$ cat src/rtl/ptg_pkg.sv
package ptg_pkg;

    localparam int PTG_DIM_BITS  = 22;
    localparam int PTG_TILE_BITS = 12;
    localparam int RES_W         = 5;
    localparam int IDX_W         = 32;
    localparam int ZOOM_W        = 5;
    localparam int ADDR_W        = 4;
    localparam int DATA_W        = 32;
    localparam int RESET_DIM     = 256;
    localparam int RESET_TILE    = 256;

    typedef enum logic [1:0] {
        REG_BASE_W = 2'd0,
        REG_BASE_H = 2'd1,
        REG_TILE_W = 2'd2,
        REG_TILE_H = 2'd3
    } t_reg_idx;

    typedef enum logic [1:0] {
        ST_OK       = 2'd0,
        ST_BAD_RES  = 2'd1,
        ST_BAD_TILE = 2'd2
    } t_status;

    typedef struct packed {
        logic              bad_res;
        logic              bad_tile;
        logic [ZOOM_W-1:0] zoom;
    } t_tag;

endpackage

$ cat src/rtl/ptg_div.sv
module ptg_div
    import ptg_pkg::*;
#(
    parameter int NW = 32,
    parameter int DW = 22,
    parameter int PW = 1
) (
    input  logic          i_clk,
    input  logic          i_rst_n,
    input  logic          i_en,
    input  logic          i_valid,
    input  logic [NW-1:0] i_num,
    input  logic [DW-1:0] i_den,
    input  logic [PW-1:0] i_pay,
    output logic          o_valid,
    output logic [NW-1:0] o_quo,
    output logic [DW-1:0] o_rem,
    output logic [PW-1:0] o_pay
);

    // one quotient bit per stage, restoring
    logic [NW-1:0] r_v;
    logic [NW-1:0] r_n [NW];
    logic [DW-1:0] r_r [NW];
    logic [DW-1:0] r_d [NW];
    logic [PW-1:0] r_p [NW];

    logic [NW-1:0] n_v;
    logic [NW-1:0] n_n [NW];
    logic [DW-1:0] n_r [NW];
    logic [DW-1:0] n_d [NW];
    logic [PW-1:0] n_p [NW];

    always_comb begin
        logic          sv;
        logic [NW-1:0] sn;
        logic [DW-1:0] sr;
        logic [DW-1:0] sd;
        logic [PW-1:0] sp;
        logic [DW:0]   t;
        logic          ge;
        for (int s = 0; s < NW; s++) begin
            if (s == 0) begin
                sv = i_valid;
                sn = i_num;
                sr = '0;
                sd = i_den;
                sp = i_pay;
            end else begin
                sv = r_v[s-1];
                sn = r_n[s-1];
                sr = r_r[s-1];
                sd = r_d[s-1];
                sp = r_p[s-1];
            end
            t  = {sr, sn[NW-1]};
            ge = (t >= {1'b0, sd});
            n_v[s] = sv;
            n_n[s] = {sn[NW-2:0], ge};
            n_r[s] = ge ? DW'(t - {1'b0, sd}) : DW'(t);
            n_d[s] = sd;
            n_p[s] = sp;
        end
    end

    always_ff @(posedge i_clk) begin
        if (!i_rst_n) begin
            r_v <= '0;
        end else if (i_en) begin
            r_v <= n_v;
        end
        if (i_en) begin
            for (int s = 0; s < NW; s++) begin
                r_n[s] <= n_n[s];
                r_r[s] <= n_r[s];
                r_d[s] <= n_d[s];
                r_p[s] <= n_p[s];
            end
        end
    end

    assign o_valid = r_v[NW-1];
    assign o_quo   = r_n[NW-1];
    assign o_rem   = r_r[NW-1];
    assign o_pay   = r_p[NW-1];

endmodule

$ cat config.mk
export PLATFORM = sky130hd
export DESIGN_NAME = ptg_div
export DESIGN_NICKNAME = d
export VERILOG_FILES = /design/src/rtl/ptg_pkg.sv /design/src/rtl/ptg_div.sv
export SDC_FILE = /design/constraint.sdc
export NUM_CORES = 2
export LEC_CHECK = 0
export BUFFER_PORTS_ARGS = -buffer_cell sky130_fd_sc_hd__buf_2
export CORE_MARGIN = 4
export CORE_UTILIZATION = 55
export CTS_CLUSTER_SIZE = 20
export DETAILED_ROUTE_END_ITERATION = 10
export GPL_ROUTABILITY_DRIVEN = 1
export GPL_TIMING_DRIVEN = 0
export PLACE_DENSITY = 0.71
export SLEW_MARGIN = 10
export SYNTH_ARGS = -nofsm -noshare
export SYNTH_HDL_FRONTEND = slang
export SYNTH_SLANG_ARGS = --single-unit
$ cat constraint.sdc
create_clock -name i_clk -period 3.8 [get_ports i_clk]
set_input_delay 0.38 -clock i_clk [delete_from_list [all_inputs] [get_ports i_clk]]
set_output_delay 0.38 -clock i_clk [all_outputs]
set_load 0.005 [all_outputs]
==> results.md <==
- Status: completed
- Pwr Density: 830 nW/µm²
- Worst Setup End Kind: register
- CP Data Arrival Time: 4.31 ns
- Unique masters post-synth: 87
- Critical Path RT: 4.41 ns
- Starting DRT DRC Count: 5037
- Final hold vios: 0
- Gr busiest metal: met2
- GR Util met2: 35.0%
- Critical path launch point type: register
- Initial antenna violation count: 2
- Worst slew pin tran: 1.04 ns
- Setup TNS: 0 ns
- Initial Util: 55.4%
- Commonest non-fill, non-tap cell in the layout: edfxtp_1
- Max Slew Vio Count: 0
- DRC: 0
- Reg-to-Reg Start: r_d[0][45]$_DFFE_PP_
- Syn Area/Cell: 13.5 µm²
- Cells after Synth: 8697
- DIE AREA: 221000 µm²
- Crit-path max FO: 10
- I/O pin count: 115
- Post-Synth XOR/XNOR Area: 4.19%
- Clock skew: 0.0630 ns
- R2r endpoint: r_r[0][82]$_DFFE_PP_
- Worst skew pair latency: 0.92 ns
- Layout area overhead: 12.2%
- Hold depth: 2
- Net Count, Synth: 9471
- Routability cong.: 0.898
- Synth Area in Adders: 7.81%
- Post-Synthesis Cell Area: 118000 µm²
- Setup WS post-layout: 0.0944 ns
- Simple-gate portion of the synthesized area: 6.23%
- Total track usage: 20.6%
- Cts bufs inserted: 280
- Pin count of the biggest net entering global routing: 177
- R2r worst-path depth: 13
- DIE WIDTH: 470 µm
- Asr flop ratio synth: 0%
- Compound-Gate Fraction of Synth Area: 10.1%
- Seq/Total Area, Yosys: 62.9%
- Min-delay worst type: in -> reg
- Final worst path period share: 97.5%
- Final WL: 232000 µm
- TritonCTS clock tree: done
- Worst-path clk slew: 0.06 ns
- Prevailing post-synth register cell: edfxtp_1
- Hold WS: 0.0663 ns
- Leak: 52.3 nW
- Core Region: 212000 µm²
- Layout net count: 9960
- R2r setup slk: 0.09 ns
- Pre-CTS WS: -1.06 ns
- Min Tclk post-route: 3.71 ns
- Max H-tree Level: 5
- Vias in the first global route: 68000
- Tot Pwr: 109 mW
- VDD IR-drop max: 0.502 mV
- Longest Clk Path Bufs: 4
- Slew margin rel.: 29.9%
- FF+latch count, synth: 2474
- Crit path to: r_r[0][82]$_DFFE_PP_
- Root Buffer: clkbuf_16
- Rows: 169
- Final core occ: 62.1%
- Port Buffers: 114
- CTS sink cnt: 2474
- Maximum clock rate: 0.270 GHz
- Critical path startpoint: r_d[0][45]$_DFFE_PP_
- Largest family of logic cells by synthesized area: compound AO/OA/AOI/OAI gates
- Post-DR wirelength/cell: 19.0 µm
- First-pass GRT wire length: 368000 µm
- Vias per inst: 5.62
- Most frequent cells in the layout: edfxtp_1, inv_1, ha_1
- Setup CP Type: reg -> reg
- Number of synthesized flops with an enable pin: 2442
- Dpl hpwl: 164000 µm
- Die H: 470 µm
- Met1 Use GR: 28.0%
- Antenna Nets Post-Route: 0
- Share of layout cells above drive strength 1: 13.3%
- Remaining global-route overflow: 0
- Drt first pass iters: 6
- Setup violations, final: 0
- Vias post-DR: 68600
- Yosys warnings: 0
- Max-cap violations: 0
- M3 GR Usage: 2.79%
- Multiplexer share of the synthesized area: 4.99%
layer usage:
layer,part of all wire (%),vias up
li1,-,33300
met1,44,33300
met2,49,1556
met3,4.4,416
met4,2.6,0
met5,0,-
cells in the mapped netlist (20+ instances only):
cell type / number / area share (%)
o21ai_0: 370 / 1.6
o21ai_1: 20 / 0.085
and3_1: 73 / 0.39
fa_1: 31 / 0.53
mux2_2: 439 / 4.2
xnor2_1: 382 / 2.8
nor4_1: 31 / 0.17
a21o_1: 337 / 2.2
nand3_1: 109 / 0.46
o21bai_1: 93 / 0.59
o21a_1: 57 / 0.36
nor2_1: 339 / 1.1
or2_2: 24 / 0.13
nor3_1: 109 / 0.46
mux2i_1: 65 / 0.55
nand4_1: 91 / 0.48
edfxtp_1: 2442 / 62
o211ai_1: 31 / 0.20
buf_2: 42 / 0.18
a211oi_1: 47 / 0.30
xor2_1: 180 / 1.3
nand2_1: 399 / 1.3
a31oi_1: 77 / 0.41
a211o_1: 29 / 0.22
nor2b_1: 115 / 0.61
ha_1: 684 / 7.3
a31o_2: 30 / 0.22
clkbuf_1: 76 / 0.24
a21boi_0: 29 / 0.19
inv_1: 912 / 2.9
o31ai_1: 36 / 0.23
a21oi_1: 519 / 2.2
buf_4: 54 / 0.34
and2_1: 20 / 0.11
nand2b_1: 69 / 0.37
or3_1: 38 / 0.20
dfxtp_1: 32 / 0.55
how the worst min path moves through the flow:
stage | start | end | slack, ns
2_1_floorplan | r_n[0][67]$_DFFE_PP_ | r_n[0][100]$_DFFE_PP_ | 0.40
3_3_place_gp | r_n[0][365]$_DFFE_PP_ | r_n[0][398]$_DFFE_PP_ | 0.40
3_5_place_dp | r_n[0][80]$_DFFE_PP_ | r_n[0][113]$_DFFE_PP_ | 0.40
4_1_cts | i_en | r_n[0][19]$_DFFE_PP_ | 0.02
5_1_grt | i_en | r_n[0][19]$_DFFE_PP_ | 0.04
6_report | i_en | r_n[0][19]$_DFFE_PP_ | 0.07
cell families after synthesis:
group / after synthesis
and+or+nand+nor: 1485
DFF: 2474
AOI/OAI and AO/OA: 1848
adders and majority gates: 715
buffers and inverters: 1091
xor gates and xnor gates: 562
muxes: 522
stage by stage:
stage                     cells  area (µm²)
after floorplan            8697      118000
after global placement    11600      122000
after detailed placement  11600      122000
after CTS                 12200      131000
after global routing      12200      132000
final                     12200      132000
state kept, by name, summed over array words and instances (netlist names):
| register | cells |
|---|---|
| r_d | 682 |
| r_n | 1024 |
| r_p | 32 |
| r_v | 32 |
| r_r | 704 |
worst max-delay path: stages, from the launching register on:
cell	delay, ns
edfxtp_1	0.42
inv_1	0.13
ha_1	0.27
nor2b_1	0.16
o21ba_2	0.21
or4b_1	0.55
a31oi_2	0.24
a21oi_1	0.14
o21ai_1	0.21
a21oi_1	0.15
nor3_4	0.22
buf_12	0.14
buf_4	0.21
mux2_2	0.36
final cells by class:
cell class / count / area, µm²
diodes: 2 / 5.00
plain buffers: 178 / 1040
clock buffers: 337 / 7390
clock inverters: 137 / 1090
fillers: 16100 / 80400
inverters: 912 / 3420
multi-input cells: 5132 / 39600
flip-flops and latches: 2474 / 74000
well taps: 2821 / 3530
repair buffers: 208 / 1810
repair_timing:
action,CTS,global route
hold buffers,58,0
buffers inserted,5,14
endpoints found under the setup margin,409,554
pin swaps,2,18
hold endpoints to repair,180,0
gates resized for setup,61,97
gates cloned,1,1
where the power goes:
| part | total, mW | internal (mW) | switching [mW] |
|---|---|---|---|
| combinational | 43.2 | 20.0 | 23.2 |
| sequential | 41.2 | 38.1 | 3.11 |
| clock | 25.1 | 14.9 | 10.2 |
| total | 109 | 73.0 | 36.5 |
(Power assumes the default switching activity.)
