$ cat config.mk
export PLATFORM = sky130hd
export DESIGN_NAME = ptg_back
export DESIGN_NICKNAME = d
export VERILOG_FILES = /design/src/rtl/ptg_pkg.sv /design/src/rtl/ptg_back.sv
export SDC_FILE = /design/constraint.sdc
export NUM_CORES = 2
export LEC_CHECK = 0
export BUFFER_PORTS_ARGS = -buffer_cell sky130_fd_sc_hd__buf_2
export CAP_MARGIN = 0
export CORE_AREA = 5 5 317 319
export CTS_BUF_LIST = sky130_fd_sc_hd__clkbuf_4 sky130_fd_sc_hd__clkbuf_8 sky130_fd_sc_hd__clkbuf_16
export DETAILED_ROUTE_END_ITERATION = 10
export DIE_AREA = 0 0 322 324
export GPL_TIMING_DRIVEN = 0
export REMOVE_ABC_BUFFERS = 1
export SLEW_MARGIN = 20
export SYNTH_ARGS = -nofsm -noshare
export SYNTH_HDL_FRONTEND = slang
export SYNTH_SLANG_ARGS = --single-unit
$ cat constraint.sdc
create_clock -name i_clk -period 17.92 [get_ports i_clk]
set_clock_uncertainty 0.05 [all_clocks]
set_input_delay 2.688 -clock i_clk [delete_from_list [all_inputs] [get_ports i_clk]]
set_output_delay 2.688 -clock i_clk [all_outputs]
set_load 0.05 [all_outputs]
$ cat src/rtl/ptg_pkg.sv
package ptg_pkg;

    localparam int PTG_DIM_BITS  = 22;
    localparam int PTG_TILE_BITS = 12;
    localparam int RES_W         = 5;
    localparam int IDX_W         = 32;
    localparam int ZOOM_W        = 5;
    localparam int ADDR_W        = 4;
    localparam int DATA_W        = 32;
    localparam int RESET_DIM     = 256;
    localparam int RESET_TILE    = 256;

    typedef enum logic [1:0] {
        REG_BASE_W = 2'd0,
        REG_BASE_H = 2'd1,
        REG_TILE_W = 2'd2,
        REG_TILE_H = 2'd3
    } t_reg_idx;

    typedef enum logic [1:0] {
        ST_OK       = 2'd0,
        ST_BAD_RES  = 2'd1,
        ST_BAD_TILE = 2'd2
    } t_status;

    typedef struct packed {
        logic              bad_res;
        logic              bad_tile;
        logic [ZOOM_W-1:0] zoom;
    } t_tag;

endpackage

$ cat src/rtl/ptg_back.sv
module ptg_back
    import ptg_pkg::*;
#(
    parameter int DIM_BITS  = PTG_DIM_BITS,
    parameter int TILE_BITS = PTG_TILE_BITS
) (
    input  logic                   i_clk,
    input  logic                   i_rst_n,
    input  logic                   i_en,
    input  logic                   i_valid,
    input  t_tag                   i_tag,
    input  logic [IDX_W-1:0]       i_row,
    input  logic [DIM_BITS-1:0]    i_col,
    input  logic [DIM_BITS-1:0]    i_ncol,
    input  logic [DIM_BITS-1:0]    i_nrow,
    input  logic [TILE_BITS:0]     i_rx,
    input  logic [TILE_BITS:0]     i_ry,
    input  logic [TILE_BITS:0]     i_tw,
    input  logic [TILE_BITS:0]     i_th,
    output logic                   o_valid,
    output logic [1:0]             o_status,
    output logic [TILE_BITS:0]     o_tile_w,
    output logic [TILE_BITS:0]     o_tile_h,
    output logic [DIM_BITS-1:0]    o_base_x,
    output logic [DIM_BITS-1:0]    o_base_y,
    output logic [ZOOM_W-1:0]      o_zoom,
    output logic [2*TILE_BITS+1:0] o_bytes
);

    localparam int TW = TILE_BITS + 1;
    localparam int PXW = DIM_BITS + TW;
    localparam int BW = 2 * TW;

    logic                r6_valid;
    t_tag                r6_tag;
    logic [TW-1:0]       r6_aw;
    logic [TW-1:0]       r6_ah;
    logic [PXW-1:0]      r6_px;
    logic [PXW-1:0]      r6_py;

    logic                r7_valid;
    t_tag                r7_tag;
    logic [TW-1:0]       r7_aw;
    logic [TW-1:0]       r7_ah;
    logic [DIM_BITS-1:0] r7_bx;
    logic [DIM_BITS-1:0] r7_by;
    logic [BW-1:0]       r7_area;

    logic                r_valid;
    t_status             r_status;
    logic [TW-1:0]       r_aw;
    logic [TW-1:0]       r_ah;
    logic [DIM_BITS-1:0] r_bx;
    logic [DIM_BITS-1:0] r_by;
    logic [ZOOM_W-1:0]   r_zoom;
    logic [BW-1:0]       r_bytes;

    logic [DIM_BITS-1:0] row;
    logic                last_col;
    logic                last_row;
    logic                err;
    t_status             n_status;

    assign row      = i_row[DIM_BITS-1:0];
    assign last_col = (i_col == i_ncol - 1'b1) && (i_rx != '0);
    assign last_row = (row == i_nrow - 1'b1) && (i_ry != '0);
    assign err      = r7_tag.bad_res || r7_tag.bad_tile;

    always_comb begin
        if (r7_tag.bad_res) begin
            n_status = ST_BAD_RES;
        end else if (r7_tag.bad_tile) begin
            n_status = ST_BAD_TILE;
        end else begin
            n_status = ST_OK;
        end
    end

    always_ff @(posedge i_clk) begin
        if (!i_rst_n) begin
            r6_valid <= 1'b0;
            r7_valid <= 1'b0;
            r_valid  <= 1'b0;
        end else if (i_en) begin
            r6_valid <= i_valid;
            r7_valid <= r6_valid;
            r_valid  <= r7_valid;
        end
        if (i_en) begin
            r6_tag   <= i_tag;
            r6_aw    <= last_col ? i_rx : i_tw;
            r6_ah    <= last_row ? i_ry : i_th;
            r6_px    <= i_col * i_tw;
            r6_py    <= row * i_th;
            r7_tag   <= r6_tag;
            r7_aw    <= r6_aw;
            r7_ah    <= r6_ah;
            r7_bx    <= r6_px[DIM_BITS-1:0] << r6_tag.zoom;
            r7_by    <= r6_py[DIM_BITS-1:0] << r6_tag.zoom;
            r7_area  <= r6_aw * r6_ah;
            r_status <= n_status;
            r_aw     <= err ? '0 : r7_aw;
            r_ah     <= err ? '0 : r7_ah;
            r_bx     <= err ? '0 : r7_bx;
            r_by     <= err ? '0 : r7_by;
            r_zoom   <= err ? '0 : r7_tag.zoom;
            r_bytes  <= err ? '0 : BW'({r7_area, 1'b0} + {1'b0, r7_area});
        end
    end

    assign o_valid  = r_valid;
    assign o_status = r_status;
    assign o_tile_w = r_aw;
    assign o_tile_h = r_ah;
    assign o_base_x = r_bx;
    assign o_base_y = r_by;
    assign o_zoom   = r_zoom;
    assign o_bytes  = r_bytes;

endmodule

==> impl_metrics.env <==
export IMPL_peakVddDrop_mv=0.149
export IMPL_use_met1_pct=21.1
export IMPL_nets=4098
export IMPL_post_place_ws_ns=9.65
export IMPL_vias_per_cell=4.75
export IMPL_grt_max_degree=81
export IMPL_synth_top_family_by_area="adder cells"
export IMPL_fp_row_count=115
export IMPL_rsz0062_at_grt="false"
export IMPL_core_area_um2=97600
export IMPL_finalSetupViolCount=0
export IMPL_synthSimpleGateAreaFrac_pct=16.6
export IMPL_setup_slack_ns=10.27
export IMPL_yosys_most_used_dff="edfxtp_1"
export IMPL_first_pass_iters=5
export IMPL_placement_io_buffers=254
export IMPL_place_congestion=0.801
export IMPL_wl_um=78800
export IMPL_fill_cells=9889
export IMPL_area_growth_pct=11.8
export IMPL_cts_tree="yes"
export IMPL_cts_hold_buf=0
export IMPL_ios=265
export IMPL_synth_xor_area_share_pct=4.36
export IMPL_grt_busiest_layer="met2"
export IMPL_antenna_found_initial=16
export IMPL_grt_pass1_wl_um=126000
export IMPL_grt_usage_pct=15.1
export IMPL_hold_viol_final=0
export IMPL_die_w_um=322
export IMPL_cts_buffer_depth=3
export IMPL_crit_fanout=22
export IMPL_ant_nets=0
export IMPL_first_global_vias=22800
export IMPL_use_met3_pct=1.44
export IMPL_overflow=0
export IMPL_finalCritPeriodShare_pct=42.7
export IMPL_cts_resized=0
export IMPL_synth_edff_count=283
export IMPL_syn_area_um2=31800
export IMPL_maxCapViolations=0
export IMPL_drive_gt1_share_pct=12.2
export IMPL_synthArstFlopShare_pct=0
export IMPL_layout_common_cells="inv_1, fa_1, nand2_1"
export IMPL_dp_hpwl_um=61500
export IMPL_worstSetupPathType="input pin to flop"
export IMPL_cts_made_buffers=31
export IMPL_drt_initial_drc_count=1017
export IMPL_start_util_pct=32.6
export IMPL_avgRoutedWirePerCell_um=16.9
export IMPL_path_clk_slew_ns=0.06
export IMPL_synth_seq_area_share_pct=26.9
export IMPL_syn_area_per_cell_um2=9.99
export IMPL_post_route_min_period_ns=7.65
export IMPL_ys_types=78
export IMPL_synthCells=3181
export IMPL_slew_headroom_pct=33.9
export IMPL_htree_levels=1
export IMPL_cp_start_kind="input pin"
export IMPL_ys_warn_count=0
export IMPL_die_y_um=324
export IMPL_final_common_cell="inv_1"
export IMPL_postCtsSetupBuffers=0
export IMPL_cellPowerDensity_nw_per_um2=166
export IMPL_cts_sinks=286
export IMPL_worstPathRequired_ns=18.19
export IMPL_p_leak_uw=0.0161
export IMPL_insertion_delay_ns=0.59
export IMPL_final_setup_tns_ns=0
export IMPL_synthMuxAreaShare_pct=4.41
export IMPL_synthAdderAreaFrac_pct=33.4
export IMPL_slew_viol_final=0
export IMPL_worst_ep_arrival_time_ns=7.92
export IMPL_die_area_um2=104000
export IMPL_tightestPinTransition_ns=0.987
export IMPL_hold_class="flop to flop"
export IMPL_ys_ff_latch=286
export IMPL_num_vias=22100
export IMPL_outcome="complete, no violations"
export IMPL_endpoint_kind="flop"
export IMPL_timing_fmax_mhz=131
export IMPL_cts_root_buf="clkbuf_16"
export IMPL_synth_compound_area_share_pct=5.83
export IMPL_gr_usage_met2_pct=25.6
export IMPL_drcViolationCount=0
-- state kept, by name, summed over array words and instances, names as in the netlist, 22 cells and up --
signal and cells:
r6_px 22, r7_area 26, r7_bx 22, o_base_x 22, o_base_y 22, r6_py 22, r7_by 22, o_bytes 26
-- layer usage --
metal	part of all wire [%]	vias up
met5	0	-
met4	2.2	0
met3	4.8	94
met2	48	453
met1	45	11100
li1	-	10500
-- area by class of cell --
cell class	instances	area (µm²)	area share, %
inverters	562	2110	5.94
repair buffers	271	1590	4.47
flip-flops and latches	286	8560	24.1
clock buffers	37	821	2.31
well taps	1287	1610	4.53
clock inverters	21	279	0.786
multi-input cells	2186	20500	57.8
diodes	7	17.5	0.0493
-- critical path, cell delays in order --
cell	delay [ns]
buf_2	0.37
nand2_1	0.15
fa_1	0.55
inv_1	0.05
fa_1	0.46
fa_1	0.51
fa_1	0.55
inv_1	0.05
fa_1	0.47
inv_1	0.04
ha_1	0.31
o21a_1	0.19
nor2_1	0.19
nor2_1	0.11
a221oi_1	0.34
o21ai_0	0.19
a2111oi_0	0.38
nor3_1	0.12
xor2_1	0.18
-- metrics by stage --
step	std cells	hold WS [ns]	cell area, µm²	utilization (%)	power (µW)
after floorplan	3034	0.350	31200	-	4320
after global placement	4575	0.360	34100	34.9	5210
after detailed placement	4591	0.359	34400	35.2	5270
after CTS	4649	0.374	35500	36.4	5990
after global routing	4653	0.379	35500	36.4	6600
final	4657	0.371	35500	36.4	5900
-- synthesized netlist by cell type (15+ instances only) --
cell type  number  area, µm²
inv_1         561       2110
fa_1          416       8330
nand2_1       393       1480
and2_1        330       2060
edfxtp_1      283       8500
ha_1          183       2290
clkbuf_1      130        488
nor2_1        115        432
xnor2_1       107        937
a21oi_1        66        330
o21ai_0        54        270
mux2i_1        53        531
xor2_1         51        447
a211oi_1       36        270
nor2b_1        33        206
nor3_1         33        165
a21o_1         29        218
mux2_2         25        282
nand3_1        19       95.1
mux4_2         18        405
nor4_1         16        100
a31oi_1        15       93.8
-- logic make-up after synthesis --
kind of cell,Yosys count
AND/OR/NAND/NOR,1035
adder cells (fa/ha/maj),599
AO/OA/AOI/OAI,285
flip-flops,286
XOR/XNOR,158
multiplexers,109
buffers and inverters,709
-- path summary, 6_finish.rpt --
path / start / to / slack (ns) / cells past startpoint
worst min register to register: r6_tag[6] / r7_tag[6] / 0.37 / 0
worst min-delay path: r6_tag[6] / r7_tag[6] / 0.37 / 0
worst max register to register: r6_aw[9] / r7_area[24] / 11.71 / 19
worst max-delay path: i_tw[1] / r6_px[18] / 10.27 / 19
-- power breakdown --
group / leakage, µW / internal, µW / total (µW) / switching, µW
Clock: 0.000547 / 415 / 691 / 275
Sequential: 0.00286 / 1070 / 1160 / 88.1
Combinational: 0.0127 / 1770 / 4050 / 2280
Total: 0.0161 / 3260 / 5900 / 2640
Power figures use the tool's default switching activity.
