[src/rtl/ptg_pkg.sv]
package ptg_pkg;

    localparam int PTG_DIM_BITS  = 22;
    localparam int PTG_TILE_BITS = 12;
    localparam int RES_W         = 5;
    localparam int IDX_W         = 32;
    localparam int ZOOM_W        = 5;
    localparam int ADDR_W        = 4;
    localparam int DATA_W        = 32;
    localparam int RESET_DIM     = 256;
    localparam int RESET_TILE    = 256;

    typedef enum logic [1:0] {
        REG_BASE_W = 2'd0,
        REG_BASE_H = 2'd1,
        REG_TILE_W = 2'd2,
        REG_TILE_H = 2'd3
    } t_reg_idx;

    typedef enum logic [1:0] {
        ST_OK       = 2'd0,
        ST_BAD_RES  = 2'd1,
        ST_BAD_TILE = 2'd2
    } t_status;

    typedef struct packed {
        logic              bad_res;
        logic              bad_tile;
        logic [ZOOM_W-1:0] zoom;
    } t_tag;

endpackage

[src/rtl/ptg_front.sv]
module ptg_front
    import ptg_pkg::*;
#(
    parameter int DIM_BITS  = PTG_DIM_BITS,
    parameter int TILE_BITS = PTG_TILE_BITS
) (
    input  logic                 i_clk,
    input  logic                 i_rst_n,
    input  logic                 i_en,
    input  logic                 i_valid,
    input  logic [RES_W-1:0]     i_res,
    input  logic [IDX_W-1:0]     i_tile,
    input  logic [DIM_BITS-1:0]  i_base_w,
    input  logic [DIM_BITS-1:0]  i_base_h,
    input  logic [TILE_BITS:0]   i_tw,
    input  logic [TILE_BITS:0]   i_th,
    output logic                 o_valid,
    output t_tag                 o_tag,
    output logic [IDX_W-1:0]     o_tile,
    output logic [DIM_BITS-1:0]  o_lw,
    output logic [DIM_BITS-1:0]  o_lh
);

    localparam int TW = TILE_BITS + 1;
    localparam int CW = (DIM_BITS > TW) ? DIM_BITS : TW;
    localparam int NK = 1 << ZOOM_W;

    logic                r1_valid;
    logic [RES_W-1:0]    r1_res;
    logic [IDX_W-1:0]    r1_tile;
    logic [ZOOM_W-1:0]   r1_kmin;
    logic [ZOOM_W-1:0]   n_kmin;

    logic                r2_valid;
    t_tag                r2_tag;
    logic [IDX_W-1:0]    r2_tile;
    logic [DIM_BITS-1:0] r2_lw;
    logic [DIM_BITS-1:0] r2_lh;
    t_tag                n_tag;

    // fewest halvings that fit one tile = level count - 1
    always_comb begin
        logic fit;
        n_kmin = ZOOM_W'(NK - 1);
        for (int k = NK - 1; k >= 0; k--) begin
            fit = (CW'(i_base_w >> k) <= CW'(i_tw)) && (CW'(i_base_h >> k) <= CW'(i_th));
            if (fit) begin
                n_kmin = ZOOM_W'(k);
            end
        end
    end

    always_comb begin
        n_tag.bad_res  = (r1_res > r1_kmin);
        n_tag.bad_tile = 1'b0;
        n_tag.zoom     = r1_kmin - r1_res;
    end

    always_ff @(posedge i_clk) begin
        if (!i_rst_n) begin
            r1_valid <= 1'b0;
            r2_valid <= 1'b0;
        end else if (i_en) begin
            r1_valid <= i_valid;
            r2_valid <= r1_valid;
        end
        if (i_en) begin
            r1_res  <= i_res;
            r1_tile <= i_tile;
            r1_kmin <= n_kmin;
            r2_tag  <= n_tag;
            r2_tile <= r1_tile;
            r2_lw   <= i_base_w >> n_tag.zoom;
            r2_lh   <= i_base_h >> n_tag.zoom;
        end
    end

    assign o_valid = r2_valid;
    assign o_tag   = r2_tag;
    assign o_tile  = r2_tile;
    assign o_lw    = r2_lw;
    assign o_lh    = r2_lh;

endmodule

[config.mk]
export PLATFORM = sky130hd
export DESIGN_NAME = ptg_front
export DESIGN_NICKNAME = d
export VERILOG_FILES = /design/src/rtl/ptg_pkg.sv /design/src/rtl/ptg_front.sv
export SDC_FILE = /design/constraint.sdc
export NUM_CORES = 1
export LEC_CHECK = 0
export ABC_CLOCK_PERIOD_IN_PS = 3040
export BUFFER_PORTS_ARGS = -buffer_cell sky130_fd_sc_hd__clkbuf_2
export CELL_PAD_IN_SITES_DETAIL_PLACEMENT = 0
export CELL_PAD_IN_SITES_GLOBAL_PLACEMENT = 2
export CORE_MARGIN = 3
export CORE_UTILIZATION = 35
export DETAILED_ROUTE_END_ITERATION = 12
export GPL_TIMING_DRIVEN = 0
export PLACE_DENSITY_LB_ADDON = 0.1
export SYNTH_ARGS = -nofsm -noshare
export SYNTH_HDL_FRONTEND = slang
export SYNTH_SLANG_ARGS = --single-unit
[constraint.sdc]
create_clock -name i_clk -period 3.04 [get_ports i_clk]
set_input_delay 0.304 -clock i_clk [delete_from_list [all_inputs] [get_ports i_clk]]
set_output_delay 0.304 -clock i_clk [all_outputs]
set_load 0.03 [all_outputs]
==> results.toml, run 1 <==
[run_status]
status = "finished, violations left"
violations = "negative setup slack"

[logic_synthesis]
ys.flop_type = "edfxtp_1"
syn_inst = 1647
syn_nets = 2180
synth_async_sr_flop_share = 0
synth_warnings = 0
synth_largest_area_cell = "ha_1"
ys_ff_latch = 126
synth-seq-area-share = 0.238
synth.top_cell.area_share = 0.333
synth_enable_flop_cells = 124
syn_area_um2 = 15800
synth_area_leaders = "ha_1, edfxtp_1, mux4_2, a21oi_1, nand2_1"
ys_types = 75
syn_area_per_cell_um2 = 9.60

[cts]
clk_pin_slew_ns = 0.06
cts-root-buf = "clkbuf_16"
clk_latency_ns = 0.42
clock_sinks = 126
cts_tree = "built"
cts_max_level = 4
clockBufferDepth = 2
cts_made_buffers = 17

[place]
place_ws_ns = -1.64
routabilityCongestion = 0.845
dp_hpwl_um = 40400
port_buffers = 193

[finish]
most-common-layout-cells = "ha_1, clkbuf_2, edfxtp_1"
fillers = 4415
final_nets = 2487
syn2layout_area_growth_pct = 22.9
diodes = 0
drive_gt1_frac = 0.223
seq_area_um2 = 3760
multiInputGateArea_um2 = 11800
layout_commonest_cell = "ha_1"

[timing]
fmax_ghz = 0.325
finalClockSkew_ns = 0.0118
tightest_slew_ns = 0.773
finalHoldViolCount = 0
holdWs_ns = 0.0615
setup_viol = 1
fin_crit_ns = 3.08
finalCritPeriodShare = 1.01
fin_ws_ns = -0.0403
slew_violations = 0
maxSlewHeadroom = 0.480
rsz0062_at_grt = "yes"
setup_tns_ns = -0.0403

[critical_path]
worst_r2r_endpoint = "o_lh[7]"
crit_path_end_kind = "register"
critPathTopFamily = "compound AO/OA/AOI/OAI gates"
crit_chain = "buf_2 -> clkinvlp_4 -> buf_12 -> buf_4 -> ha_1 -> nand2b_1 -> a21oi_1 -> a211oi_1 -> o211ai_1 -> a32oi_2 -> nor2_1 -> o211ai_1 -> a2111oi_4"
crit_fanout = 5
critPathRequiredTime_ns = 3.21
worstPathArrival_ns = 3.25
crit_slowest_cell = "a2111oi_4"
path_common_cell = "o211ai_1"
ff2ff_setup_slack_ns = 0.14
crit_start = "i_tw[1]"
rr_worst_depth = 11
cp.depth = 13
timing.rr.start = "r1_kmin[0]"
slowest_delay_ns = 0.57
crit_buf_inv = 4
critPathLaunchType = "input pin"
worstSetupEndpoint = "r1_kmin[2]"
path_class = "in -> reg"

[drt]
ant_nets = 0
vias_per_cell = 5.72
drt-total-wl_um = 58400
dr.first_iter.drc_count = 701
drc_errors = 0
first_pass_iters = 5
vias = 14600
wl_per_cell_um = 22.8

[floorplanning]
placementRows = 77
fp.dieH_um = 219
initial_core_util = 0.356
die_w_um = 219
ios = 195
coreArea_um2 = 44400
dieArea_um2 = 47800

[grt]
grt_start_max_net_pins = 112
gr-usage-all-layers = 0.241
grt_pass1_vias = 14400
globalRouteOverflowTotal = 0
grt_pass1_wl_um = 87900
antenna_found_initial = 0

[worst_hold_path]
hold_start = "i_res[1]"
hold_class = "in -> reg"

[power_and_ir_drop]
p_leak_uw = 0.00869
powerDensity_nw_per_um2 = 442
total_power_uw = 8600
ir_worst_vdd_mv = 0.571

[job]
cap_violations = 0
cell usage after synthesis, types with 19 or more instances:
| cell type | instances |
|---|---|
| nor2_1 | 92 |
| nand3_1 | 68 |
| o21ai_0 | 80 |
| o211ai_1 | 23 |
| a21oi_1 | 95 |
| mux4_2 | 32 |
| ha_1 | 421 |
| inv_1 | 100 |
| o21a_1 | 34 |
| nor2b_1 | 28 |
| nor4_1 | 21 |
| nand2_1 | 116 |
| a21o_1 | 26 |
| o22ai_1 | 19 |
| clkbuf_1 | 24 |
| a211oi_1 | 37 |
| nand4_1 | 55 |
| nor3_1 | 31 |
| edfxtp_1 | 124 |
worst min path at each step:
stage | end | depth (start not counted)
after floorplan | o_tile[0] | 0
after global placement | o_tile[12] | 0
after detailed placement | o_tile[20] | 0
after CTS | r1_tile[12] | 1
after global routing | r1_res[1] | 1
final | r1_res[1] | 1
power by group:
part           leakage (uW)  switching, uW  internal, uW
Clock              0.000278            731          1200
Sequential          0.00126           61.8          2250
Combinational       0.00716           2710          1640
Total               0.00869           3510          5090
logic make-up after synthesis:
group,count (synthesis),share of synthesized area
compound gates,433,0.184
xor+xnor,3,0.00166
fa+ha+maj,422,0.334
buf+inv,134,0.0323
flops,126,0.238
mux,50,0.0570
other cells,1,0.000237
simple gates,478,0.153
routing by layer:
metal / vias to the layer above / part of all wire / track usage
met4: 0 / 0.018 / 0.0539
met1: 7067 / 0.49 / 0.340
met2: 346 / 0.46 / 0.405
li1: 7162 / - / -
met5: - / 0 / 0
met3: 55 / 0.035 / 0.0156
worst register-to-register path: stages, from the launching register on:
cell and delay (ns):
edfxtp_1 0.42, inv_1 0.09, ha_1 0.13, inv_1 0.06
fa_2 0.66, buf_12 0.16, clkbuf_4 0.23, nor2_1 0.11
a22oi_2 0.33, nand2_1 0.09, o21ai_1 0.18, a211oi_1 0.14
flip-flops by register name (all words and copies together), names as in the netlist:
signal	count
r1_kmin	5
o_lh	22
r1_res	5
o_lw	22
o_tile	32
o_valid	1
r1_valid	1
o_tag	6
r1_tile	32
metrics by stage:
| stage | cells | cell area (um2) | util |
|---|---|---|---|
| after detailed placement | 2433 | 17600 | 0.395 |
| after CTS | 2543 | 19200 | 0.431 |
| final | 2559 | 19400 | 0.438 |
| after global placement | 2432 | 17500 | 0.394 |
| after floorplan | 1647 | 15800 | - |
| after global routing | 2559 | 19400 | 0.438 |
area by class of cell:
class | count | area share
inverter | 102 | 0.0242
tap | 592 | 0.0381
multi-input combinational | 1387 | 0.608
sequential | 126 | 0.194
clock inverter | 14 | 0.00734
timing repair buffer | 284 | 0.0956
clock buffer | 18 | 0.0221
timing repair inverter | 4 | 0.00154
buffer | 32 | 0.00966
timing repair:
action                                  CTS  global route
hold buffers                              0             0
pin swaps                                 2            11
hold endpoints to repair                  0             0
gates resized for setup                  93            54
endpoints found under the setup margin   49            41
buffers inserted                         74            16
cloned                                    4             0
Note: power is estimated with default switching activity, not from simulation.
==> inputs of run 2 (changes only) <==
==> constraint.sdc (replaced) <==
create_clock -name i_clk -period 3.04 [get_ports i_clk]
set_input_delay 0.608 -clock i_clk [delete_from_list [all_inputs] [get_ports i_clk]]
set_output_delay 0.608 -clock i_clk [all_outputs]
set_load 0.03 [all_outputs]
==> results.toml, run 2 (same netlist as run 1, synthesis figures left out) <==
[run_status]
status = "finished, violations left"
violations = "negative setup slack"

[critical_path]
critPathRequiredTime_ns = 3.21
path_class = "in -> reg"
crit_fanout = 5
rr_worst_depth = 9
worst_r2r_endpoint = "o_lh[7]"
timing.rr.start = "r1_kmin[0]"
critPathLaunchType = "input pin"
crit_path_end_kind = "register"
worstPathArrival_ns = 3.24
ff2ff_setup_slack_ns = 0.16

[timing]
rsz0062_at_grt = "yes"
setup_viol = 2
finalHoldViolCount = 0
finalClockSkew_ns = 0.00959
tightest_slew_ns = 0.591
finalCritPeriodShare = 1.01
fin_crit_ns = 3.06
fmax_ghz = 0.326
maxSlewHeadroom = 0.596
slew_violations = 0
fin_ws_ns = -0.0236

[place]
routabilityCongestion = 0.845
port_buffers = 193
dp_hpwl_um = 40400
post-place-cells = 2433
place_ws_ns = -1.94

[job]
cap_violations = 0

[cts]
cts_max_level = 4
clk_pin_slew_ns = 0.05
clock_sinks = 126
clk_latency_ns = 0.42
cts-root-buf = "clkbuf_16"
clockBufferDepth = 2
cts_tree = "built"
cts_made_buffers = 17

[drt]
vias_per_cell = 5.73
vias = 15000
dr.first_iter.drc_count = 717
first_pass_iters = 5
drc_errors = 0
ant_nets = 0
drt-total-wl_um = 59800
wl_per_cell_um = 22.8

[grt]
antenna_found_initial = 0
grt_start_max_net_pins = 112
gr-usage-all-layers = 0.245
grt_pass1_vias = 14800
grt_pass1_wl_um = 89700
globalRouteOverflowTotal = 0

[finish]
syn2layout_area_growth_pct = 33.6
finalCoreUtilization = 0.476
most-common-layout-cells = "ha_1, clkbuf_2, buf_4"
diodes = 0
multiInputGateArea_um2 = 12700
fillers = 4253
layout_commonest_cell = "ha_1"
stdcell_count = 2628
final_nets = 2556
seq_area_um2 = 3760
drive_gt1_frac = 0.300

[floorplanning]
fp.dieH_um = 219
initial_core_util = 0.356
die_w_um = 219
placementRows = 77
ios = 195
dieArea_um2 = 47800
coreArea_um2 = 44400

[power_and_ir_drop]
power_frac_comb = 0.522
ir_worst_vdd_mv = 0.571
p_leak_uw = 0.00925
powerDensity_nw_per_um2 = 420
p_sw_uw = 3610
intPower_uw = 5260
switching_share = 0.407
p_seq_frac = 0.260
clock_power_share = 0.218

[worst_hold_path]
holdPathEnd = "r1_res[1]"
hold_class = "in -> reg"
hold_start = "i_res[1]"
min_path_cells = 1
run 2: layout make-up:
type | count | share of cell area
Timing Repair Buffer | 354 | 0.128
Tap cell | 592 | 0.0351
Sequential cell | 126 | 0.178
Clock inverter | 14 | 0.00675
Multi-Input combinational cell | 1387 | 0.599
Buffer | 31 | 0.00894
Clock buffer | 18 | 0.0203
Timing Repair inverter | 4 | 0.00142
Inverter | 102 | 0.0224
run 2: power groups by stage:
| stage | Clock, uW | Combinational (uW) | Sequential [uW] |
|---|---|---|---|
| global placement | 0 | 3950 | 2350 |
| detailed placement | 0 | 3990 | 2350 |
| global route | 2050 | 5080 | 2330 |
| finish | 1930 | 4620 | 2310 |
| CTS | 1980 | 4360 | 2310 |
| floorplan | 0 | 2300 | 2730 |
run 2: routing by layer:
layer,vias up,global-route usage,wire length (um)
li1,7307,-,-
met1,7312,0.342,28500
met2,376,0.416,28100
met3,51,0.0160,2270
met4,0,0.0539,963
met5,-,0,0
run 2: worst max-delay path, cell delays in order:
cell      delay, ns
buf_6          0.10
or4_4          0.60
buf_4          0.17
nor3_2         0.14
o221ai_1       0.16
a31o_2         0.26
and2_4         0.14
a2111o_1       0.39
buf_4          0.16
nor4b_4        0.25
buf_4          0.19
nor2b_1        0.05
run 2: timing repair:
action                                  CTS  global route
buffers inserted                        112            48
endpoints found under the setup margin   49            39
hold buffers                              0             0
cloned                                    4             0
resized for setup                       200           155
pin swaps                                40            56
run 2: worst max-delay path by stage:
| stage | from | end | slack, ns | cells past startpoint |
|---|---|---|---|---|
| final | i_tw[9] | r1_kmin[3] | -0.02 | 12 |
| after global routing | i_tw[3] | r1_kmin[2] | -0.07 | 14 |
| after CTS | i_tw[10] | r1_kmin[1] | -0.08 | 10 |
| after detailed placement | i_tw[3] | r1_kmin[3] | -1.94 | 11 |
| after global placement | i_tw[1] | r1_kmin[2] | -2.30 | 11 |
| after floorplan | i_tw[1] | r1_kmin[3] | 0.0006 | 10 |
run 2: metrics by stage:
| stage | hold slack (ns) | total power (uW) | setup TNS, ns | area, um2 |
|---|---|---|---|---|
| 2_1_floorplan | 0.400 | 5030 | 0 | 15800 |
| 3_3_place_gp | 0.401 | 6300 | -65.37 | 17500 |
| 3_5_place_dp | 0.405 | 6340 | -34.86 | 17600 |
| 4_1_cts | 0.346 | 8650 | -0.0941 | 20000 |
| 5_1_grt | 0.348 | 9460 | -0.217 | 21100 |
| 6_report | 0.367 | 8870 | -0.0442 | 21100 |
