===== src/rtl/ptg_pkg.sv =====
package ptg_pkg;

    localparam int PTG_DIM_BITS  = 22;
    localparam int PTG_TILE_BITS = 12;
    localparam int RES_W         = 5;
    localparam int IDX_W         = 32;
    localparam int ZOOM_W        = 5;
    localparam int ADDR_W        = 4;
    localparam int DATA_W        = 32;
    localparam int RESET_DIM     = 256;
    localparam int RESET_TILE    = 256;

    typedef enum logic [1:0] {
        REG_BASE_W = 2'd0,
        REG_BASE_H = 2'd1,
        REG_TILE_W = 2'd2,
        REG_TILE_H = 2'd3
    } t_reg_idx;

    typedef enum logic [1:0] {
        ST_OK       = 2'd0,
        ST_BAD_RES  = 2'd1,
        ST_BAD_TILE = 2'd2
    } t_status;

    typedef struct packed {
        logic              bad_res;
        logic              bad_tile;
        logic [ZOOM_W-1:0] zoom;
    } t_tag;

endpackage


===== src/rtl/ptg_count.sv =====
module ptg_count
    import ptg_pkg::*;
#(
    parameter int DIM_BITS  = PTG_DIM_BITS,
    parameter int TILE_BITS = PTG_TILE_BITS
) (
    input  logic                 i_clk,
    input  logic                 i_rst_n,
    input  logic                 i_en,
    input  logic                 i_valid,
    input  t_tag                 i_tag,
    input  logic [IDX_W-1:0]     i_tile,
    input  logic [DIM_BITS-1:0]  i_qx,
    input  logic [TILE_BITS:0]   i_rx,
    input  logic [DIM_BITS-1:0]  i_qy,
    input  logic [TILE_BITS:0]   i_ry,
    output logic                 o_valid,
    output t_tag                 o_tag,
    output logic [IDX_W-1:0]     o_tile,
    output logic [DIM_BITS-1:0]  o_ncol,
    output logic [DIM_BITS-1:0]  o_nrow,
    output logic [TILE_BITS:0]   o_rx,
    output logic [TILE_BITS:0]   o_ry
);

    localparam int PW2 = (2 * DIM_BITS > IDX_W) ? 2 * DIM_BITS : IDX_W;

    logic                  r3_valid;
    t_tag                  r3_tag;
    logic [IDX_W-1:0]      r3_tile;
    logic [DIM_BITS-1:0]   r3_ncol;
    logic [DIM_BITS-1:0]   r3_nrow;
    logic [TILE_BITS:0]    r3_rx;
    logic [TILE_BITS:0]    r3_ry;

    logic                  r4_valid;
    t_tag                  r4_tag;
    logic [IDX_W-1:0]      r4_tile;
    logic [DIM_BITS-1:0]   r4_ncol;
    logic [DIM_BITS-1:0]   r4_nrow;
    logic [TILE_BITS:0]    r4_rx;
    logic [TILE_BITS:0]    r4_ry;
    logic [2*DIM_BITS-1:0] r4_total;

    always_ff @(posedge i_clk) begin
        if (!i_rst_n) begin
            r3_valid <= 1'b0;
            r4_valid <= 1'b0;
        end else if (i_en) begin
            r3_valid <= i_valid;
            r4_valid <= r3_valid;
        end
        if (i_en) begin
            r3_tag   <= i_tag;
            r3_tile  <= i_tile;
            r3_ncol  <= i_qx + DIM_BITS'(i_rx != '0);
            r3_nrow  <= i_qy + DIM_BITS'(i_ry != '0);
            r3_rx    <= i_rx;
            r3_ry    <= i_ry;
            r4_tag   <= r3_tag;
            r4_tile  <= r3_tile;
            r4_ncol  <= r3_ncol;
            r4_nrow  <= r3_nrow;
            r4_rx    <= r3_rx;
            r4_ry    <= r3_ry;
            r4_total <= r3_ncol * r3_nrow;
        end
    end

    always_comb begin
        o_tag          = r4_tag;
        o_tag.bad_tile = (r4_ncol == '0) || (r4_nrow == '0)
                       || (PW2'(r4_tile) >= PW2'(r4_total));
    end

    assign o_valid = r4_valid;
    assign o_tile  = r4_tile;
    assign o_ncol  = r4_ncol;
    assign o_nrow  = r4_nrow;
    assign o_rx    = r4_rx;
    assign o_ry    = r4_ry;

endmodule


===== config.mk =====
export PLATFORM = sky130hd
export DESIGN_NAME = ptg_count
export DESIGN_NICKNAME = d
export VERILOG_FILES = /design/src/rtl/ptg_pkg.sv /design/src/rtl/ptg_count.sv
export SDC_FILE = /design/constraint.sdc
export NUM_CORES = 1
export LEC_CHECK = 0
export BUFFER_PORTS_ARGS = -buffer_cell sky130_fd_sc_hd__buf_2
export CAP_MARGIN = 25
export CORE_MARGIN = 2
export CORE_UTILIZATION = 51
export CTS_CLUSTER_DIAMETER = 80
export CTS_CLUSTER_SIZE = 40
export DETAILED_ROUTE_END_ITERATION = 10
export GPL_ROUTABILITY_DRIVEN = 1
export PLACE_DENSITY = 0.73
export REMOVE_ABC_BUFFERS = 1
export SYNTH_ARGS = -nofsm -noshare
export SYNTH_HDL_FRONTEND = slang
export SYNTH_SLANG_ARGS = --single-unit

===== constraint.sdc =====
create_clock -name i_clk -period 6.7 [get_ports i_clk]
set_clock_uncertainty 0.05 [all_clocks]
set_input_delay 1.34 -clock i_clk [delete_from_list [all_inputs] [get_ports i_clk]]
set_output_delay 1.34 -clock i_clk [all_outputs]
set_load 0.01 [all_outputs]

==> flow_metrics.py, run 1 <==
metrics = {
    "run_status": {
        "status": "finished with violations",
        "violations": "setup timing",
    },
    "floorplanning": {
        "start_util": 0.517,
        "die_w_microns": 227,
        "coreArea_sq_um": 49000,
        "die_y_microns": 227,
        "dieArea_sq_um": 51500,
        "ios": 223,
        "rows": 81,
    },
    "timing": {
        "report.final.slew_viol_count": 0,
        "fin_ws_ns": -0.0206,
        "maxSlewHeadroom": 0.265,
        "fin_crit_ns": 6.72,
        "grt_setup_unrepaired": "yes",
        "setup_violations": 1,
        "hold_viol": 0,
        "timing.fmax_ghz": 0.149,
        "fin_crit_sh": 1.00,
        "tightestPinTransition_ns": 1.10,
    },
    "drt": {
        "drt-initial-drc-count": 1125,
        "wire_per_inst_microns": 19.4,
        "wl_met3_mm": 3.62,
        "ant_nets": 0,
        "wl_mm": 64.8,
        "dr.pass1.iters": 5,
        "drcViolationCount": 0,
        "met2_length_mm": 32.5,
        "wl_met1_mm": 25.4,
        "vias": 17877,
        "vias_per_cell": 5.36,
        "maxUsedRoutingLayer": "met5",
    },
    "place": {
        "pre_cts_slack_ns": -0.281,
        "place_congestion": 0.917,
        "port_buffers": 221,
        "hpwlAfterDp_mm": 52.1,
    },
    "synth": {
        "synth-main-ff-cell": "edfxtp_1",
        "synth_cell_type_count": 51,
        "synth_most_common_cell": "inv_1",
        "synth_area_sq_um": 25300,
        "synth_edf_count": 260,
        "yosysSeqAreaShare": 0.310,
        "async_flop_share": 0,
        "synth_area_leader_cell": "fa_1",
        "syn_inst": 2279,
        "synth_seq_cells": 262,
        "yosys-top-cells-count": "inv_1 (424), fa_1 (397), nand2_1 (286), edfxtp_1 (260), and2_1 (244)",
        "synth_top_cell_area_share": 0.314,
        "synth_area_per_cell_sq_um": 11.1,
        "ys_warn_count": 0,
        "synth_area_leaders": "fa_1 (31%), edfxtp_1 (31%), ha_1 (9.6%), inv_1 (6.3%), and2_1 (6.0%)",
    },
    "clocking": {
        "clkTransAtPathRegs_ns": 0.11,
        "cts-root-buf": "clkbuf_16",
        "cts_inserted_buffers": 18,
        "clockBufferDepth": 3,
        "cts.sinks": 262,
        "cts_tree": "built",
        "htree_levels": 1,
        "clock_latency_ns": 0.56,
    },
    "global_routing": {
        "grt_start_max_net_pins": 144,
        "grt_pass1_wl_mm": 103,
        "grt_usage": 0.263,
        "grt_overflow": 0,
        "antenna_found_initial": 5,
        "grt_pass1_vias": 19360,
    },
    "setup_path": {
        "cp_common_cell": "fa_1",
        "rrSetupSlack_ns": -0.02,
        "cp.buffers_inverters": 5,
        "max_stage_delay_ns": 0.60,
        "crit_chain": "buf_12, buf_4, and2_4, fa_1, inv_1, fa_1, inv_1, fa_1, fa_2, fa_2, fa_1, fa_1, ha_4, nand4_1, nor3_2, nand2_1, a211oi_4, o21ai_1, buf_4, a31oi_4, o21ai_2, a21oi_1, a31oi_1",
        "startpoint_type": "register",
        "arrival_ns": 6.96,
        "r2r_cells": 23,
        "cpLargestDelayFamily": "adder cells",
        "critPathMaxFanout": 8,
        "critPathKind": "register to register",
        "r2r-end": "r4_total[43]$_DFFE_PP_",
        "cp_data_required_time_ns": 6.93,
        "rr_startpoint": "r3_ncol[10]$_DFFE_PP_",
        "endpoint_kind": "register",
        "worst_path_max_delay_cell": "fa_2",
    },
    "cells_and_area": {
        "drive_gt1_frac": 0.225,
        "area_delta_synth_final_pct": 19.3,
        "nNetsFinal": 3359,
        "fillers": 3816,
    },
    "job": {
        "max_cap_viol_count": 0,
    },
    "min_path": {
        "hold_depth": 0,
        "hold_start": "r3_tag[6]$_DFFE_PP_",
        "hold_path_class": "register to register",
        "whs_endpoint": "o_tag[6]$_DFFE_PP_",
    },
}
[worst reg2reg max path: stages (launching register included)]
cell and delay, ns:
edfxtp_1 0.42, buf_12 0.17, buf_4 0.15, and2_4 0.15, fa_1 0.49, inv_1 0.06
fa_1 0.47, inv_1 0.05, fa_1 0.48, fa_2 0.60, fa_2 0.44, fa_1 0.56
fa_1 0.47, ha_4 0.29, nand4_1 0.13, nor3_2 0.22, nand2_1 0.14, a211oi_4 0.33
o21ai_1 0.14, buf_4 0.18, a31oi_4 0.17, o21ai_2 0.08, a21oi_1 0.15, a31oi_1 0.06
[routing by layer]
| layer | vias up | track usage |
|---|---|---|
| li1 | 7919 | - |
| met1 | 9150 | 0.340 |
| met2 | 648 | 0.448 |
| met3 | 158 | 0.0272 |
| met4 | 2 | 0.122 |
| met5 | - | 0 |
[flip-flops by register name (all words and copies together) (netlist names), 13 cells and up]
name,cells
r3_tile,32
o_ry,13
o_nrow,22
r3_ncol,22
r3_ry,13
o_tile,32
o_rx,13
r3_rx,13
o_ncol,22
r3_nrow,22
r4_total,44
[what timing repair did]
item / CTS / global route
gates resized for setup: 64 / 66
hold buffers: 0 / 0
endpoints found under the setup margin: 16 / 22
pin swaps: 42 / 49
buffers inserted: 21 / 6
[cells in the final DEF (no fill, tap or decap), types with 18 or more instances in the layout]
cell and n:
a21oi_2 20, a21oi_1 31, nor2_1 22, and2_1 235
edfxtp_1 260, nand4_1 25, buf_2 220, buf_4 201
ha_1 181, nand2_1 280, buf_12 21, fa_1 378
nand3_1 21, nor4_1 18, xnor2_1 58, xor2_1 22
fa_2 19, clkbuf_16 19, a21o_1 34, inv_1 415
[stage by stage]
stage               hold slack, ns  instance area (sq um)  utilization  instances  TNS (ns)
floorplan                    0.350                  24900            -       2178         0
global placement             0.350                  28700        0.587       3273     -1.33
detailed placement           0.355                  28700        0.587       3273     -2.30
CTS                          0.373                  29900        0.610       3325   -0.0110
global route                 0.376                  30200        0.617       3334     -1.55
finish                       0.363                  30200        0.617       3335   -0.0206
[cell families (layout without fill, tap and decap cells)]
logic type / Yosys count / count (layout) / synth area share
and+or+nand+nor: 662 / 662 / 0.132
adders and majority gates: 592 / 592 / 0.410
buffers and inverters: 525 / 912 / 0.0781
DFF: 262 / 262 / 0.310
AOI/OAI and AO/OA: 156 / 156 / 0.0415
xor gates and xnor gates: 80 / 80 / 0.0277
muxes: 2 / 2 / 0.000790
other: 0 / 5 / 0
[worst max-delay path by stage]
stage	start	endpoint	slack, ns	cells after the start
after floorplan	r3_ncol[17]$_DFFE_PP_	r4_total[43]$_DFFE_PP_	0.24	22
after global placement	r3_ncol[14]$_DFFE_PP_	r4_total[37]$_DFFE_PP_	-0.20	22
after detailed placement	r3_nrow[7]$_DFFE_PP_	r4_total[43]$_DFFE_PP_	-0.28	22
after CTS	r3_ncol[14]$_DFFE_PP_	r4_total[37]$_DFFE_PP_	-0.01	23
after global routing	r3_ncol[14]$_DFFE_PP_	r4_total[43]$_DFFE_PP_	-0.27	23
final	r3_ncol[10]$_DFFE_PP_	r4_total[43]$_DFFE_PP_	-0.02	23
[area by class of cell]
cell class | instances | area [sq um] | share of cell area
repair buffers | 456 | 3190 | 0.106
flip-flops and latches | 262 | 7850 | 0.260
well taps | 664 | 831 | 0.0275
inverters | 424 | 1590 | 0.0527
diodes | 5 | 12.5 | 0.000414
clock buffers | 20 | 489 | 0.0162
multi-input cells | 1492 | 16000 | 0.530
clock inverters | 12 | 233 | 0.00770
Power of run 1 is not shown: default switching activity piles up to over one toggle a cycle in this logic, so the estimate is an artifact.
==> run 2, diff against run 1 <==
REMOVE_ABC_BUFFERS = default   (was 1)
==> flow_metrics.py, run 2 (synthesized netlist as in run 1, its figures left out) <==
metrics = {
    "run_status": {
        "status": "finished with violations",
        "violations": "setup timing",
    },
    "clocking": {
        "clock_latency_ns": 0.52,
        "clkTransAtPathRegs_ns": 0.14,
        "clockBufferDepth": 3,
        "htree_levels": 1,
        "cts_tree": "built",
        "cts-root-buf": "clkbuf_16",
        "cts.sinks": 262,
        "cts_inserted_buffers": 12,
    },
    "timing": {
        "fin_ws_ns": -0.0398,
        "maxSlewHeadroom": 0.442,
        "report.final.slew_viol_count": 0,
        "hold_viol": 0,
        "grt_setup_unrepaired": "yes",
        "fin_crit_sh": 1.01,
        "tightestPinTransition_ns": 0.837,
        "fin_crit_ns": 6.74,
        "timing.fmax_ghz": 0.148,
        "setup_violations": 2,
    },
    "min_path": {
        "whs_endpoint": "o_rx[11]$_DFFE_PP_",
        "hold_start": "r3_rx[11]$_DFFE_PP_",
        "hold_depth": 0,
        "hold_path_class": "register to register",
    },
    "setup_path": {
        "cp.buffers_inverters": 4,
        "crit_start": "r3_nrow[11]$_DFFE_PP_",
        "cp_common_cell": "fa_1",
        "cpLargestDelayFamily": "adder cells",
        "crit_chain": "buf_6, and2_1, fa_1, inv_1, fa_2, fa_1, fa_1, inv_1, fa_1, fa_1, fa_1, ha_4, a21oi_1, o21ai_1, buf_4, a21oi_1, o21bai_1, a41oi_4, o211ai_4, a21oi_4, o31ai_2, xor2_1",
        "arrival_ns": 6.97,
        "rrSetupSlack_ns": -0.04,
        "cp_data_required_time_ns": 6.93,
        "worst_path_max_delay_cell": "edfxtp_1",
        "r2r-end": "r4_total[40]$_DFFE_PP_",
        "endpoint_kind": "register",
        "critPathKind": "register to register",
        "startpoint_type": "register",
        "critPathMaxFanout": 7,
        "max_stage_delay_ns": 0.61,
        "r2r_cells": 22,
        "rr_startpoint": "r3_nrow[11]$_DFFE_PP_",
    },
    "job": {
        "max_cap_viol_count": 0,
    },
    "floorplanning": {
        "rows": 81,
        "die_y_microns": 227,
        "ios": 223,
        "start_util": 0.517,
        "die_w_microns": 227,
        "dieArea_sq_um": 51500,
        "coreArea_sq_um": 49000,
    },
    "drt": {
        "drcViolationCount": 0,
        "drt-initial-drc-count": 1231,
        "vias_per_cell": 5.38,
        "vias": 17633,
        "ant_nets": 0,
        "wl_mm": 63.7,
        "wire_per_inst_microns": 19.4,
        "dr.pass1.iters": 7,
    },
    "cells_and_area": {
        "final_common_cell": "inv_1",
        "top_register": "r4_total",
        "mostFrequentLayoutCells": "inv_1 (420), fa_1 (386), nand2_1 (284)",
        "insertedDiodeCount": 0,
        "fillers": 3818,
        "drive_gt1_frac": 0.197,
        "largest_reg_flops": 44,
        "nNetsFinal": 3314,
        "area_delta_synth_final_pct": 16.7,
    },
    "global_routing": {
        "grt_pass1_vias": 19482,
        "grt_start_max_net_pins": 109,
        "grt_overflow": 0,
        "grt_pass1_wl_mm": 102,
        "antenna_found_initial": 1,
        "grt_usage": 0.257,
    },
    "place": {
        "port_buffers": 221,
        "place_congestion": 0.971,
        "pre_cts_slack_ns": -0.237,
        "hpwlAfterDp_mm": 52.2,
    },
    "synth": {
        "synth_nets": 2984,
    },
}
## run 2: through the flow
stage	util	hold WS, ns	cell area [sq um]	instances	TNS (ns)
floorplan	-	0.350	25300	2279	0
global placement	0.581	0.350	28400	3235	-0.773
detailed placement	0.581	0.355	28400	3235	-1.57
CTS	0.598	0.383	29300	3270	0
global route	0.604	0.390	29500	3279	-1.85
finish	0.604	0.383	29500	3279	-0.0475
## run 2: worst register-to-register path, delay by kind of cell, from the launching register on
family | cells | cell delay, ns
and+or+nand+nor | 1 | 0.15
buffers and inverters | 4 | 0.49
DFF | 1 | 0.61
xor gates and xnor gates | 1 | 0.15
AOI/OAI and AO/OA | 8 | 1.26
adders and majority gates | 8 | 3.79
## run 2: worst max-delay path by stage
stage / endpoint / depth (start not counted)
floorplan: r4_total[43]$_DFFE_PP_ / 24
global placement: r4_total[43]$_DFFE_PP_ / 23
detailed placement: r4_total[37]$_DFFE_PP_ / 22
CTS: r4_total[43]$_DFFE_PP_ / 24
global route: r4_total[40]$_DFFE_PP_ / 26
finish: r4_total[40]$_DFFE_PP_ / 22
## run 2: timing repair
item | in CTS | in global routing
pin swaps | 46 | 36
buffers inserted | 14 | 9
gates resized for setup | 59 | 39
hold buffers | 0 | 0
endpoints found under the setup margin | 13 | 21
cloned | 1 | 0
## run 2: per-layer routing
layer  part of all wire  wire length (microns)  track usage  vias up
li1                   -                      -            -     7810
met1               0.37                  23500        0.311     9014
met2               0.53                  34000        0.475      632
met3              0.055                   3510       0.0258      175
met4              0.042                   2680       0.0936        2
met5            0.00016                     10            0        -
## run 2: final cells by class
cell class              count  area [sq um]  area share
repair buffers            417          2940      0.0996
inverters                 424          1590      0.0539
clock buffers              15           333      0.0113
multi-input cells        1492         15900       0.538
clock inverters             5          96.3     0.00326
flip-flops and latches    262          7850       0.266
well taps                 664           831      0.0281
Power of run 2 is left out for the same reason.
